### src/hw/rtl/sgi_pkg.sv
`timescale 1ns / 1ps
// ----------------------------------------------------------------------------
// sgi_pkg
// shared types and constants of the segment intersection core
// ----------------------------------------------------------------------------
package sgi_pkg;

    // result codes
    typedef enum logic [2:0] {
        ST_INTERSECT  = 3'd0,
        ST_COINCIDENT = 3'd1,
        ST_PARALLEL   = 3'd2,
        ST_OUT_AX     = 3'd3,
        ST_OUT_BX     = 3'd4,
        ST_OUT_AY     = 3'd5,
        ST_OUT_BY     = 3'd6
    } status_t;

    // register map
    localparam int PADDR_W = 4;
    localparam int PDATA_W = 32;
    localparam logic [1:0] REG_NUM_TOL  = 2'd0;
    localparam logic [1:0] REG_DEN_TOL  = 2'd1;
    localparam logic [1:0] REG_SPAN_TOL = 2'd2;

    localparam int NUM_TOL_W  = 20;
    localparam int DEN_TOL_W  = 16;
    localparam int SPAN_TOL_W = 8;

    typedef struct packed {
        logic [NUM_TOL_W-1:0]  num_tol;
        logic [DEN_TOL_W-1:0]  den_tol;
        logic [SPAN_TOL_W-1:0] span_tol;
    } tol_t;

endpackage

### src/hw/rtl/sgi_regs.sv
`timescale 1ns / 1ps
// ----------------------------------------------------------------------------
// sgi_regs
// apb tolerance registers of the segment intersection core
// ----------------------------------------------------------------------------
module sgi_regs #(
    parameter int FRAC_BITS = 4
) (
    input  logic                         aclk,
    input  logic                         aresetn,
    input  logic                         psel,
    input  logic                         penable,
    input  logic                         pwrite,
    input  logic [sgi_pkg::PADDR_W-1:0]  paddr,
    input  logic [sgi_pkg::PDATA_W-1:0]  pwdata,
    output logic [sgi_pkg::PDATA_W-1:0]  prdata,
    output logic                         pready,
    output sgi_pkg::tol_t                tol
);
    import sgi_pkg::*;

    // defaults are about 0.1 in the matching fixed-point scale
    localparam logic [63:0] NUM_RST  = ((64'd1 << (3 * FRAC_BITS)) + 64'd5) / 64'd10;
    localparam logic [63:0] DEN_RST  = ((64'd1 << (2 * FRAC_BITS)) + 64'd5) / 64'd10;
    localparam logic [63:0] SPAN_RST = ((64'd1 << FRAC_BITS) + 64'd5) / 64'd10;

    tol_t tol_reg;
    logic wr_en;

    assign pready = 1'b1;
    assign wr_en  = psel && penable && pwrite;
    assign tol    = tol_reg;

    always_ff @(posedge aclk) begin
        if (!aresetn) begin
            tol_reg.num_tol  <= NUM_TOL_W'(NUM_RST);
            tol_reg.den_tol  <= DEN_TOL_W'(DEN_RST);
            tol_reg.span_tol <= SPAN_TOL_W'(SPAN_RST);
        end else if (wr_en) begin
            case (paddr[3:2])
                REG_NUM_TOL:  tol_reg.num_tol  <= pwdata[NUM_TOL_W-1:0];
                REG_DEN_TOL:  tol_reg.den_tol  <= pwdata[DEN_TOL_W-1:0];
                REG_SPAN_TOL: tol_reg.span_tol <= pwdata[SPAN_TOL_W-1:0];
                default: ;
            endcase
        end
    end

    always_comb begin
        case (paddr[3:2])
            REG_NUM_TOL:  prdata = PDATA_W'(tol_reg.num_tol);
            REG_DEN_TOL:  prdata = PDATA_W'(tol_reg.den_tol);
            REG_SPAN_TOL: prdata = PDATA_W'(tol_reg.span_tol);
            default:      prdata = '0;
        endcase
    end

endmodule

### config.mk
export PLATFORM = sky130hd
export DESIGN_NAME = sgi_regs
export DESIGN_NICKNAME = d
export VERILOG_FILES = /design/src/hw/rtl/sgi_pkg.sv /design/src/hw/rtl/sgi_regs.sv
export SDC_FILE = /design/constraint.sdc
export NUM_CORES = 1
export LEC_CHECK = 0
export BUFFER_PORTS_ARGS = -buffer_cell sky130_fd_sc_hd__buf_2
export CAP_MARGIN = 20
export CORE_MARGIN = 2
export CORE_UTILIZATION = 35
export CTS_BUF_LIST = sky130_fd_sc_hd__clkbuf_16
export DETAILED_ROUTE_END_ITERATION = 12
export PLACE_DENSITY = 0.65
export REMOVE_ABC_BUFFERS = 1
export SYNTH_ARGS = -nofsm -noshare
export SYNTH_HDL_FRONTEND = slang
export SYNTH_SLANG_ARGS = --single-unit
export TNS_END_PERCENT = 10
### constraint.sdc
create_clock -name aclk -period 1.01 [get_ports aclk]
set_input_delay 0.0505 -clock aclk [delete_from_list [all_inputs] [get_ports aclk]]
set_output_delay 0.0505 -clock aclk [all_outputs]
set_load 0.005 [all_outputs]
==> metrics.md, run 1 <==
| Metric | Value |
|---|---|
| Hold-fix buffers, CTS | `0` |
| Setup CP Type | `flip-flop to primary output` |
| CTS Buf Count | `5` |
| Layout cell share with drive strength beyond 1 | `41.6%` |
| First-pass GRT wire length | `9080 um` |
| Setup crit start kind | `flip-flop` |
| Row count | `28` |
| Die area | `a little under 7000 sq um` |
| Synth area leaders | `dfxtp_1 (40%), mux2i_1 (25%), nand2_1 (11%), buf_4 (5.5%), buf_6 (2.1%)` |
| Antenna-violating nets left | `0` |
| Root buffer cell | `clkbuf_16` |
| Crit-path max FO | `3` |
| Detailed-route via count | `1,970` |
| H-tree depth | `2` |
| Post-synthesis cell type count | `23` |
| WP data arrival | `0.95 ns` |
| Post-synthesis sequential area ratio | `40.3%` |
| Total power after layout | `0.00366 W` |
| Hpwl dp | `4130 um` |
| Pwr/cell area | `1250 nW/um^2` |
| Clock buffer depth | `2` |
| Syn-to-layout area delta | `34.1%` |
| Clock skew | `0 ns` |
| Max reg flops | `44` |
| Comb power frac | `10.7%` |
| I/O pin count | `118` |
| Vias per std cell | `4.68` |
| Status | `finished clean` |
| Post-synthesis register bit count | `44` |
| Clock share of power | `between 40 and 50%` |
| Die Span Y | `83.0 um` |
| Final Critical Period | `1.00 ns` |
| Fmax | `996 MHz` |
| Worst-path clk slew | `around 0.06 ns` |
| Max Cap Viol | `0` |
| Required @ worst endpoint | `0.96 ns` |
| Final wirelength | `5420 um` |
| Routability cong. | `about 0.74` |
| Post-route DRC | `0` |
| Peak VDD IR | `0.587 mV` |
| Synth Area per Inst | `approximately 8.9 sq um` |
| GRT Residual Overflow | `0` |
| Antenna cells | `0` |
| Die W | `83.0 um` |
| Worst min-delay path category | `input pin to flip-flop` |
| Fin. Hold Viols | `0` |
| Cell Chain, Critical Path | `mux2i_1 -> o21ai_1 -> buf_2` |
| Pre-Repair DR Iteration Count | `4` |
| Wirelength per Cell | `12.9 um` |
| Fin nets | `387` |
| Final Setup Violations | `0` |
| IO buf count | `90` |
| Int Pwr | `0.00283 W` |
| CP endpoint kind | `primary output` |
| Largest net degree at the start of global routing | `39` |
| Synth area leader | `dfxtp_1` |
| Synth warn | `0` |
| Post-route clock period utilization | `99.4%` |
| Net Sw Frac | `22.7%` |
| Leakage Power | `roughly 1.5 nW` |
| TritonCTS clock tree | `built` |
| Syn Inst Count | `between 200 and 250` |
| Synth top area share | `40.3%` |
| RSZ-0062 raised after global routing | `true` |
| Final Slew Violations | `0` |
| Sink Count | `44` |
| Number of global-route vias before repair | `1,865` |
| Core footprint | `5990 sq um` |
| Post-CTS Setup Bufs | `0` |
| GRT Total Usage | `15.8%` |
| Mapped Area | `2180 sq um` |
| CP max stage delay | `0.32 ns` |
| Iter 0 DRT Violations | `61` |
| P_sw | `0.000832 W` |
| Initial Utilization | `36.4%` |
| Clock latency on the worst-skew pair | `about 0.28 ns` |
| CP max-delay cell | `dfxtp_2` |
| Core Util, Final | `48.9%` |
| Share of total power in sequential cells | `48.6%` |
| Antenna violations before repair | `0` |
per-layer routing:
metal  track usage, %  vias up  wire length, um
met3             3.78        2              326
met4             3.73        0               17
met5                0        -                0
met2             25.5       66             2540
li1                 -      982                -
met1             21.4      920             2530
cell type report:
class	count	area (sq um)
fill	597	3060
multi-input combinational	181	1130
sequential	44	907
timing repair buffer	112	656
clock buffer	5	125
tap	75	93.8
clock inverter	2	7.51
inverter	2	7.51
cell usage after synthesis, drive strengths merged:
cell and instances:
nor2 9, nor3b 1, and2 5, and3 1, mux2i 54, nor3 1
conb 2, nand3 3, nand2b 4, dfxtp 44, nor2b 7, o211ai 2
o21ai 8, buf 27, a21oi 8, nand2 64, inv 2, nand3b 1
clkbuf 2
through the flow:
stage | setup WS (ns) | area [sq um] | std cells | TNS (ns) | hold WS (ns)
6_report | 0.00594 | 2930 | 421 | 0 | 0.0143
5_1_grt | -0.0633 | 2930 | 421 | -0.274 | 0.0261
4_1_cts | -0.00276 | 2910 | 421 | -0.00276 | 0.0105
3_5_place_dp | -0.0439 | 2760 | 414 | -0.418 | 0.311
3_3_place_gp | -0.0324 | 2760 | 414 | -0.205 | 0.299
2_1_floorplan | -0.0590 | 2020 | 227 | -0.756 | 0.132
worst paths after layout:
path	start	cells past startpoint	endpoint	slack, ns
worst max-delay path	tol[14]	3	prdata[6]	0.006
worst min-delay path	pwdata[19]	3	tol[43]	0.01
worst max register to register	tol[1]	3	tol[1]	0.25
worst min register to register	tol[13]	2	tol[13]	0.47
timing repair:
action | 4_1_cts | 5_1_grt
gates resized for setup | 18 | 13
pin swaps | 0 | 0
setup endpoints to repair | 8 | 12
power by group through the flow:
stage                     logic, W  registers (W)  clock network (W)
final                     0.000393        0.00178            0.00149
after global routing      0.000439        0.00178            0.00159
after CTS                 0.000395        0.00178            0.00153
after detailed placement  0.000391        0.00181                  0
after global placement    0.000384        0.00181                  0
after floorplan           0.000131        0.00181                  0
cells by family after synthesis:
group / count (synthesis) / synth area share, %
compound gates: 18 / 4.36
other cells: 2 / 0.344
mux: 54 / 24.8
simple gates: 96 / 20.3
flops: 44 / 40.3
buf+inv: 31 / 9.86
critical path, delay by kind of cell, from the launching register on:
family | cells | cell delay (ns)
buffers and inverters | 1 | 0.13
multiplexers | 1 | 0.15
flip-flops | 1 | 0.32
AO/OA/AOI/OAI | 1 | 0.08
layout by cell type, fill, tap and decap left out, drive strengths merged:
| cell type | n |
|---|---|
| buf | 111 |
| nand2 | 64 |
| mux2i | 54 |
| dfxtp | 44 |
| conb | 13 |
| nor2 | 9 |
| o21ai | 8 |
| a21oi | 8 |
| nor2b | 7 |
| clkbuf | 6 |
| and2 | 5 |
| nand2b | 4 |
| nand3 | 3 |
| inv | 2 |
| o211ai | 2 |
| clkinv | 2 |
| nor3 | 1 |
| and3 | 1 |
| nor3b | 1 |
| nand3b | 1 |
Power figures use the tool's default switching activity.
==> inputs of run 2 (changes only) <==
Settings changed: PLACE_DENSITY 0.65 to default, PLACE_DENSITY_LB_ADDON from default to 0.2.
==> run 2 against run 1 <==
Compared with the run above:
- the flow now finishes with violations (negative setup slack)
- final area increased by 0.13%
- clock power about the same
- wire length increased by 0.61%
- count of clock-buffer cells in the layout unchanged
- sequential power about the same
- hold slack got worse by 0.0050 ns
- critical path depth unchanged
- first-iteration DRC count increased by 6.6%
- utilization increased by 0.063 points
- register-to-register slack about the same
- critical endpoint is now prdata[7]
==> metrics.md, run 2 (same netlist as run 1, synthesis figures left out) <==
| Metric | Value |
|---|---|
| Status | `finished with violations` |
| Failing checks | `negative setup slack` |
| Post-route DRC | `0 (unchanged)` |
| Crit-path max FO | `2 (-1)` |
| Max reg flops | `44 (unchanged)` |
| GRT Total Usage | `15.4% (-0.40 points)` |
| Fin. Hold Viols | `0 (unchanged)` |
| Clock skew | `0 ns (unchanged)` |
| Routability cong. | `0.720 (-2.6%)` |
| CTS Buf Count | `5 (unchanged)` |
| CP endpoint kind | `primary output` |
| Leakage Power | `1.51 nW (+0.31%)` |
| Critical register-to-register path startpoint | `tol[1]` |
| Fin nets | `385 (-0.52%)` |
| Final wirelength | `5450 um (+0.61%)` |
| Worst-case reg-to-reg path depth | `3 (unchanged)` |
| Pre-Repair DR Iteration Count | `4 (unchanged)` |
| Die Span Y | `83.0 um (unchanged)` |
| First-pass GRT wire length | `8630 um (-5.0%)` |
| Fmax | `952 MHz (-4.4%)` |
| Post-place setup slack | `-0.0310 ns (+0.0129 ns)` |
| Int Pwr | `0.00283 W (+0.16%)` |
| Initial Utilization | `36.4% (unchanged)` |
| Clock buffer depth | `2 (unchanged)` |
| Reg2reg setup slack | `0.26 ns (about the same)` |
| Die area | `6890 sq um (unchanged)` |
| Wirelength per Cell | `13.0 um (+1.1%)` |
| H-tree depth | `2 (unchanged)` |
| Final Critical Period | `1.05 ns (+0.0465 ns)` |
| Antenna violations before repair | `0 (unchanged)` |
| WP data arrival | `1.00 ns (+0.05 ns)` |
| CP max stage delay | `0.33 ns (about the same)` |
| Worst-path clk slew | `0.06 ns (about the same)` |
| Final Slew Violations | `0 (unchanged)` |
| Commonest non-fill, non-tap cell in the layout | `buf_2` |
| Share of total power in sequential cells | `48.4% (-0.2 points)` |
| RSZ-0062 raised after global routing | `true` |
| RR Endpoint | `tol[1]` |
| Core footprint | `5990 sq um (unchanged)` |
| Required @ worst endpoint | `0.96 ns (about the same)` |
| Layout cell share with drive strength beyond 1 | `43.0% (+1.4 points)` |
| CP delay by family, top | `flip-flops` |
| Core Util, Final | `48.9% (+0.063 points)` |
| Iter 0 DRT Violations | `65 (+6.6%)` |
| Vias per std cell | `4.58 (-2.2%)` |
| Buf/Inv on CP | `1 (unchanged)` |
| Peak VDD IR | `0.788 mV (+34%)` |
| Post-route clock period utilization | `104% (+4.6 points)` |
| Net Sw Frac | `22.8% (+0.12 points)` |
| Row count | `28 (unchanged)` |
| Sink Count | `44 (unchanged)` |
| Root buffer cell | `clkbuf_16` |
| Setup crit start kind | `flip-flop` |
| Hold wc startpoint | `pwdata[16]` |
| IO buf count | `90 (unchanged)` |
| Fill cell total of the finished layout | `600 (+0.50%)` |
| Die W | `83.0 um (unchanged)` |
| Hpwl dp | `4070 um (-1.4%)` |
| GRT Residual Overflow | `0 (unchanged)` |
| Hold-fix buffers, CTS | `0 (unchanged)` |
| CP max-delay cell | `dfxtp_2` |
| Detailed-route via count | `1,917 (-2.7%)` |
| Pwr/cell area | `1250 nW/um^2 (+0.18%)` |
| Clock latency on the worst-skew pair | `0.28 ns (about the same)` |
| Syn-to-layout area delta | `34.3%` |
| Antenna cells | `0 (unchanged)` |
| P_sw | `0.000839 W (+0.82%)` |
| Comb power frac | `10.7% (about the same)` |
| TritonCTS clock tree | `built` |
| Setup CP Type | `flip-flop to primary output` |
| Clock share of power | `40.8% (about the same)` |
| Hold Crit Depth | `3 (unchanged)` |
| Worst min-delay path category | `input pin to flip-flop` |
| I/O pin count | `118 (unchanged)` |
| Largest net degree at the start of global routing | `36 (-7.7%)` |
| Worst hold endpoint | `tol[40]` |
| Cell Chain, Critical Path | `mux2i_1 -> o21ai_1 -> buf_2` |
| Final WS setup | `-0.0406 ns (-0.0465 ns)` |
| Antenna-violating nets left | `0 (unchanged)` |
| Number of global-route vias before repair | `1,725 (-7.5%)` |
| Max Cap Viol | `0 (unchanged)` |
| Commonest non-fill, non-tap cells in the layout | `buf_2 (88), nand2_1 (62), mux2i_1 (54)` |
| Final Setup Violations | `3 (+3)` |
==> run 2: cell types whose count changed in the layout (fill, tap and decap cells not counted), sizes merged <==
cell,delta
clkinv,-1
buf,-2
inv,+1
==> run 2: per-layer routing <==
metal / routed length, um / track usage (%) / vias up
li1: - / - / 975
met1: 2480 / 19.6 / 870
met2: 2560 / 25.6 / 64
met3: 290 / 2.68 / 8
met4: 117 / 6.71 / 0
met5: 0 / 0 / -
==> run 2: power by group through the flow <==
| stage | Combinational (W) | Clock (W) | Sequential [W] |
|---|---|---|---|
| after global routing | 0.000434 | 0.00161 | 0.00178 |
| after detailed placement | 0.000384 | 0 | 0.00181 |
| after CTS | 0.000387 | 0.00154 | 0.00178 |
| final | 0.000395 | 0.00150 | 0.00178 |
| after global placement | 0.000381 | 0 | 0.00181 |
| after floorplan | 0.000131 | 0 | 0.00181 |
==> run 2: layout make-up <==
type / count / area [sq um] / area share [%]
Clock buffer: 5 / 125 / 4.27
Inverter: 2 / 7.51 / 0.256
Sequential cell: 44 / 913 / 31.2
Tap cell: 75 / 93.8 / 3.20
Clock inverter: 2 / 8.76 / 0.299
Multi-Input combinational cell: 181 / 1140 / 38.8
Timing Repair Buffer: 110 / 647 / 22.1
==> run 2: metrics by stage <==
stage / hold WS [ns] / total power, W / cell area [sq um] / setup TNS [ns] / instances
2_1_floorplan: 0.132 / 0.00195 / 2020 / -0.756 / 227
3_3_place_gp: 0.301 / 0.00220 / 2730 / -0.0111 / 410
3_5_place_dp: 0.311 / 0.00220 / 2730 / -0.0942 / 410
4_1_cts: 0.00654 / 0.00370 / 2880 / -0.0882 / 417
5_1_grt: 0.00589 / 0.00382 / 2930 / -0.357 / 419
6_report: 0.00926 / 0.00367 / 2930 / -0.0704 / 419
==> run 2: what timing repair did <==
item / CTS / global route
setup endpoints to repair: 8 / 16
cloned: 0 / 0
buffers inserted: 0 / 2
gates resized for setup: 18 / 21
pin swaps: 0 / 1
==> run 2: worst max-delay path by stage <==
stage,endpoint,cells after the start,from,slack [ns]
3_3_place_gp,prdata[2],5,paddr[2],-0.01
2_1_floorplan,tol[15],3,pwrite,-0.06
6_report,prdata[7],3,tol[15],-0.04
4_1_cts,prdata[3],3,tol[11],-0.03
5_1_grt,prdata[7],3,tol[15],-0.06
3_5_place_dp,tol[3],5,paddr[3],-0.03
==> run 2: tightest hold or removal path, cell delays in order <==
cell and delay, ns:
buf_2 0.09, nand2_1 0.04, mux2i_1 0.05
==> inputs of run 3 (changes only) <==
Settings changed: SETUP_SLACK_MARGIN from default to 0.5.
==> run 3 against run 2 <==
Compared with the run above:
- the flow still finishes with violations (negative setup slack)
- global-route usage up 1.3 points
- first-iteration DRC count down 20%
- wire length up 8.6%
- die area unchanged
- clock skew unchanged
- final cell count up 5.0%
- count of clock-buffer cells in the layout unchanged
- combinational power up 27%
- sequential power about the same
- fmax up 1.7%
- clock power about the same
- non-clock buffer count up 21
==> metrics.md, run 3 (same netlist as run 1, synthesis figures left out) <==
| Metric | Value |
|---|---|
| Fmax | `968 MHz (+1.7%)` |
| RR Endpoint | `tol[25]` |
| Die W | `83.0 um (unchanged)` |
| Max Cap Viol | `0 (unchanged)` |
| Final Critical Period | `1.03 ns (-0.0177 ns)` |
| Clock buffer depth | `2 (unchanged)` |
| Syn-to-layout area delta | `60.7%` |
| Worst min-delay path category | `input pin to flip-flop` |
| Post-route DRC | `0 (unchanged)` |
| TritonCTS clock tree | `built` |
| Number of global-route vias before repair | `1,917 (+11%)` |
| Finished Layout Cells | `440 (+5.0%)` |
| WP data arrival | `0.98 ns (-0.02 ns)` |
| RSZ-0062 raised after global routing | `true` |
| Setup crit start kind | `flip-flop` |
| Hpwl dp | `4070 um (unchanged)` |
| Worst-case reg-to-reg path depth | `5 (+2)` |
| Initial Utilization | `36.4% (unchanged)` |
| CP endpoint kind | `primary output` |
| Clock skew | `0 ns (unchanged)` |
| Layout cell share with drive strength beyond 1 | `58.4% (+15 points)` |
| CP max-delay cell | `dfxtp_2` |
| Detailed-route via count | `2,038 (+6.3%)` |
| I/O pin count | `118 (unchanged)` |
| Iter 0 DRT Violations | `52 (-20%)` |
| CP max stage delay | `0.33 ns (about the same)` |
| Fin nets | `406 (+5.5%)` |
| Reg2reg setup slack | `0.06 ns (-0.20 ns)` |
| Largest net degree at the start of global routing | `36 (unchanged)` |
| IO buf count | `90 (unchanged)` |
| Dpl cells | `410 (unchanged)` |
| Core footprint | `5990 sq um (unchanged)` |
| Antenna cells | `0 (unchanged)` |
| Footprint of the multi-input gates | `1260 sq um (+11%)` |
| Final Setup Violations | `3 (unchanged)` |
| Setup CP Type | `flip-flop to primary output` |
| Worst hold endpoint | `tol[41]` |
| Fin. Hold Viols | `0 (unchanged)` |
| Post-Route Setup TNS | `-0.0468 ns (+0.0236 ns)` |
| Fill cell total of the finished layout | `547 (-8.8%)` |
| Cell Chain, Critical Path | `mux2i_1 -> o21ai_1 -> buf_2` |
| CTS Buf Count | `5 (unchanged)` |
| Routability cong. | `0.720 (unchanged)` |
| Final WS setup | `-0.0229 ns (+0.0177 ns)` |
| Hold wc startpoint | `pwdata[17]` |
| Final Slew Violations | `0 (unchanged)` |
| Pre-Repair DR Iteration Count | `4 (unchanged)` |
| Commonest non-fill, non-tap cells in the layout | `buf_2 (64), mux2i_1 (53), nand2_1 (53)` |
| Status | `finished with violations` |
| Pwr/cell area | `1080 nW/um^2 (-14%)` |
| Die area | `6890 sq um (unchanged)` |
| Antenna violations before repair | `0 (unchanged)` |
| Commonest non-fill, non-tap cell in the layout | `buf_2` |
| Post-route clock period utilization | `102% (-1.8 points)` |
| Sink Count | `44 (unchanged)` |
| Failing checks | `negative setup slack` |
| Peak VDD IR | `0.781 mV (-0.90%)` |
| GRT Total Usage | `16.7% (+1.3 points)` |
| Critical register-to-register path startpoint | `tol[25]` |
| Leakage Power | `1.76 nW (+16%)` |
| WHS | `0.00352 ns (-0.00575 ns)` |
| Die Span Y | `83.0 um (unchanged)` |
| Buf/Inv on CP | `1 (unchanged)` |
| First-pass GRT wire length | `9400 um (+9.0%)` |
| Final wirelength | `5920 um (+8.6%)` |
| Crit-path max FO | `2 (unchanged)` |
| Clock latency on the worst-skew pair | `0.28 ns (about the same)` |
| FF+latch area | `936 sq um (+2.5%)` |
| Worst-path clk slew | `0.06 ns (about the same)` |
| Required @ worst endpoint | `0.96 ns (about the same)` |
| Max reg flops | `44 (unchanged)` |
| Wirelength per Cell | `13.5 um (+3.4%)` |
| GRT Residual Overflow | `0 (unchanged)` |
| Antenna-violating nets left | `0 (unchanged)` |
| H-tree depth | `2 (unchanged)` |
| Hold Crit Depth | `3 (unchanged)` |
| Root buffer cell | `clkbuf_16` |
| Final Cell Area | `3510 sq um (+20%)` |
| Row count | `28 (unchanged)` |
| Vias per std cell | `4.63 (+1.2%)` |
| CP delay by family, top | `flip-flops` |
| Placement Cell Area | `2730 sq um (unchanged)` |
run 3: how the worst max path moves through the flow:
| stage | start | end | depth (start not counted) | slack (ns) |
|---|---|---|---|---|
| finish | tol[31] | prdata[7] | 3 | -0.02 |
| global route | tol[27] | prdata[3] | 3 | -0.07 |
| CTS | tol[11] | prdata[3] | 3 | -0.01 |
| detailed placement | paddr[3] | tol[3] | 5 | -0.03 |
| global placement | paddr[2] | prdata[2] | 5 | -0.01 |
| floorplan | pwrite | tol[15] | 3 | -0.06 |
run 3: timing repair:
item | CTS | global route
endpoints found under the setup margin | 108 | 108
gates cloned | 0 | 0
buffers inserted | 16 | 7
gates resized for setup | 127 | 17
hold endpoints to repair | 1 | 1
pin swaps | 22 | 21
run 3: cell type report:
class / count / share of cell area [%]
multi-input cells: 181 / 35.8
clock buffers: 5 / 3.57
well taps: 75 / 2.67
flip-flops and latches: 44 / 26.7
repair buffers: 131 / 30.8
inverters: 2 / 0.214
clock inverters: 2 / 0.250
run 3: through the flow:
stage / total power [W] / util (%) / worst slack [ns]
finish: 0.00378 / 58.6 / -0.0229
global route: 0.00393 / 58.6 / -0.0748
CTS: 0.00380 / 56.5 / -0.0135
detailed placement: 0.00220 / 45.6 / -0.0310
global placement: 0.00220 / 45.6 / -0.0111
floorplan: 0.00195 / - / -0.0590
run 3: report_power, final:
| group | internal [W] | switching (W) |
|---|---|---|
| clock network | 0.000888 | 0.000613 |
| logic | 0.000255 | 0.000245 |
| registers | 0.00176 | 0.0000170 |
run 3: worst min-delay path, stage by stage:
cell and delay [ns]:
buf_2 0.09, nand2_1 0.04, mux2i_1 0.05
run 3: metal layers:
layer,track usage (%),share of wire (%)
met2,28.7,49
met3,2.68,5.0
met5,0,0
met1,20.6,44
met4,7.30,2.4
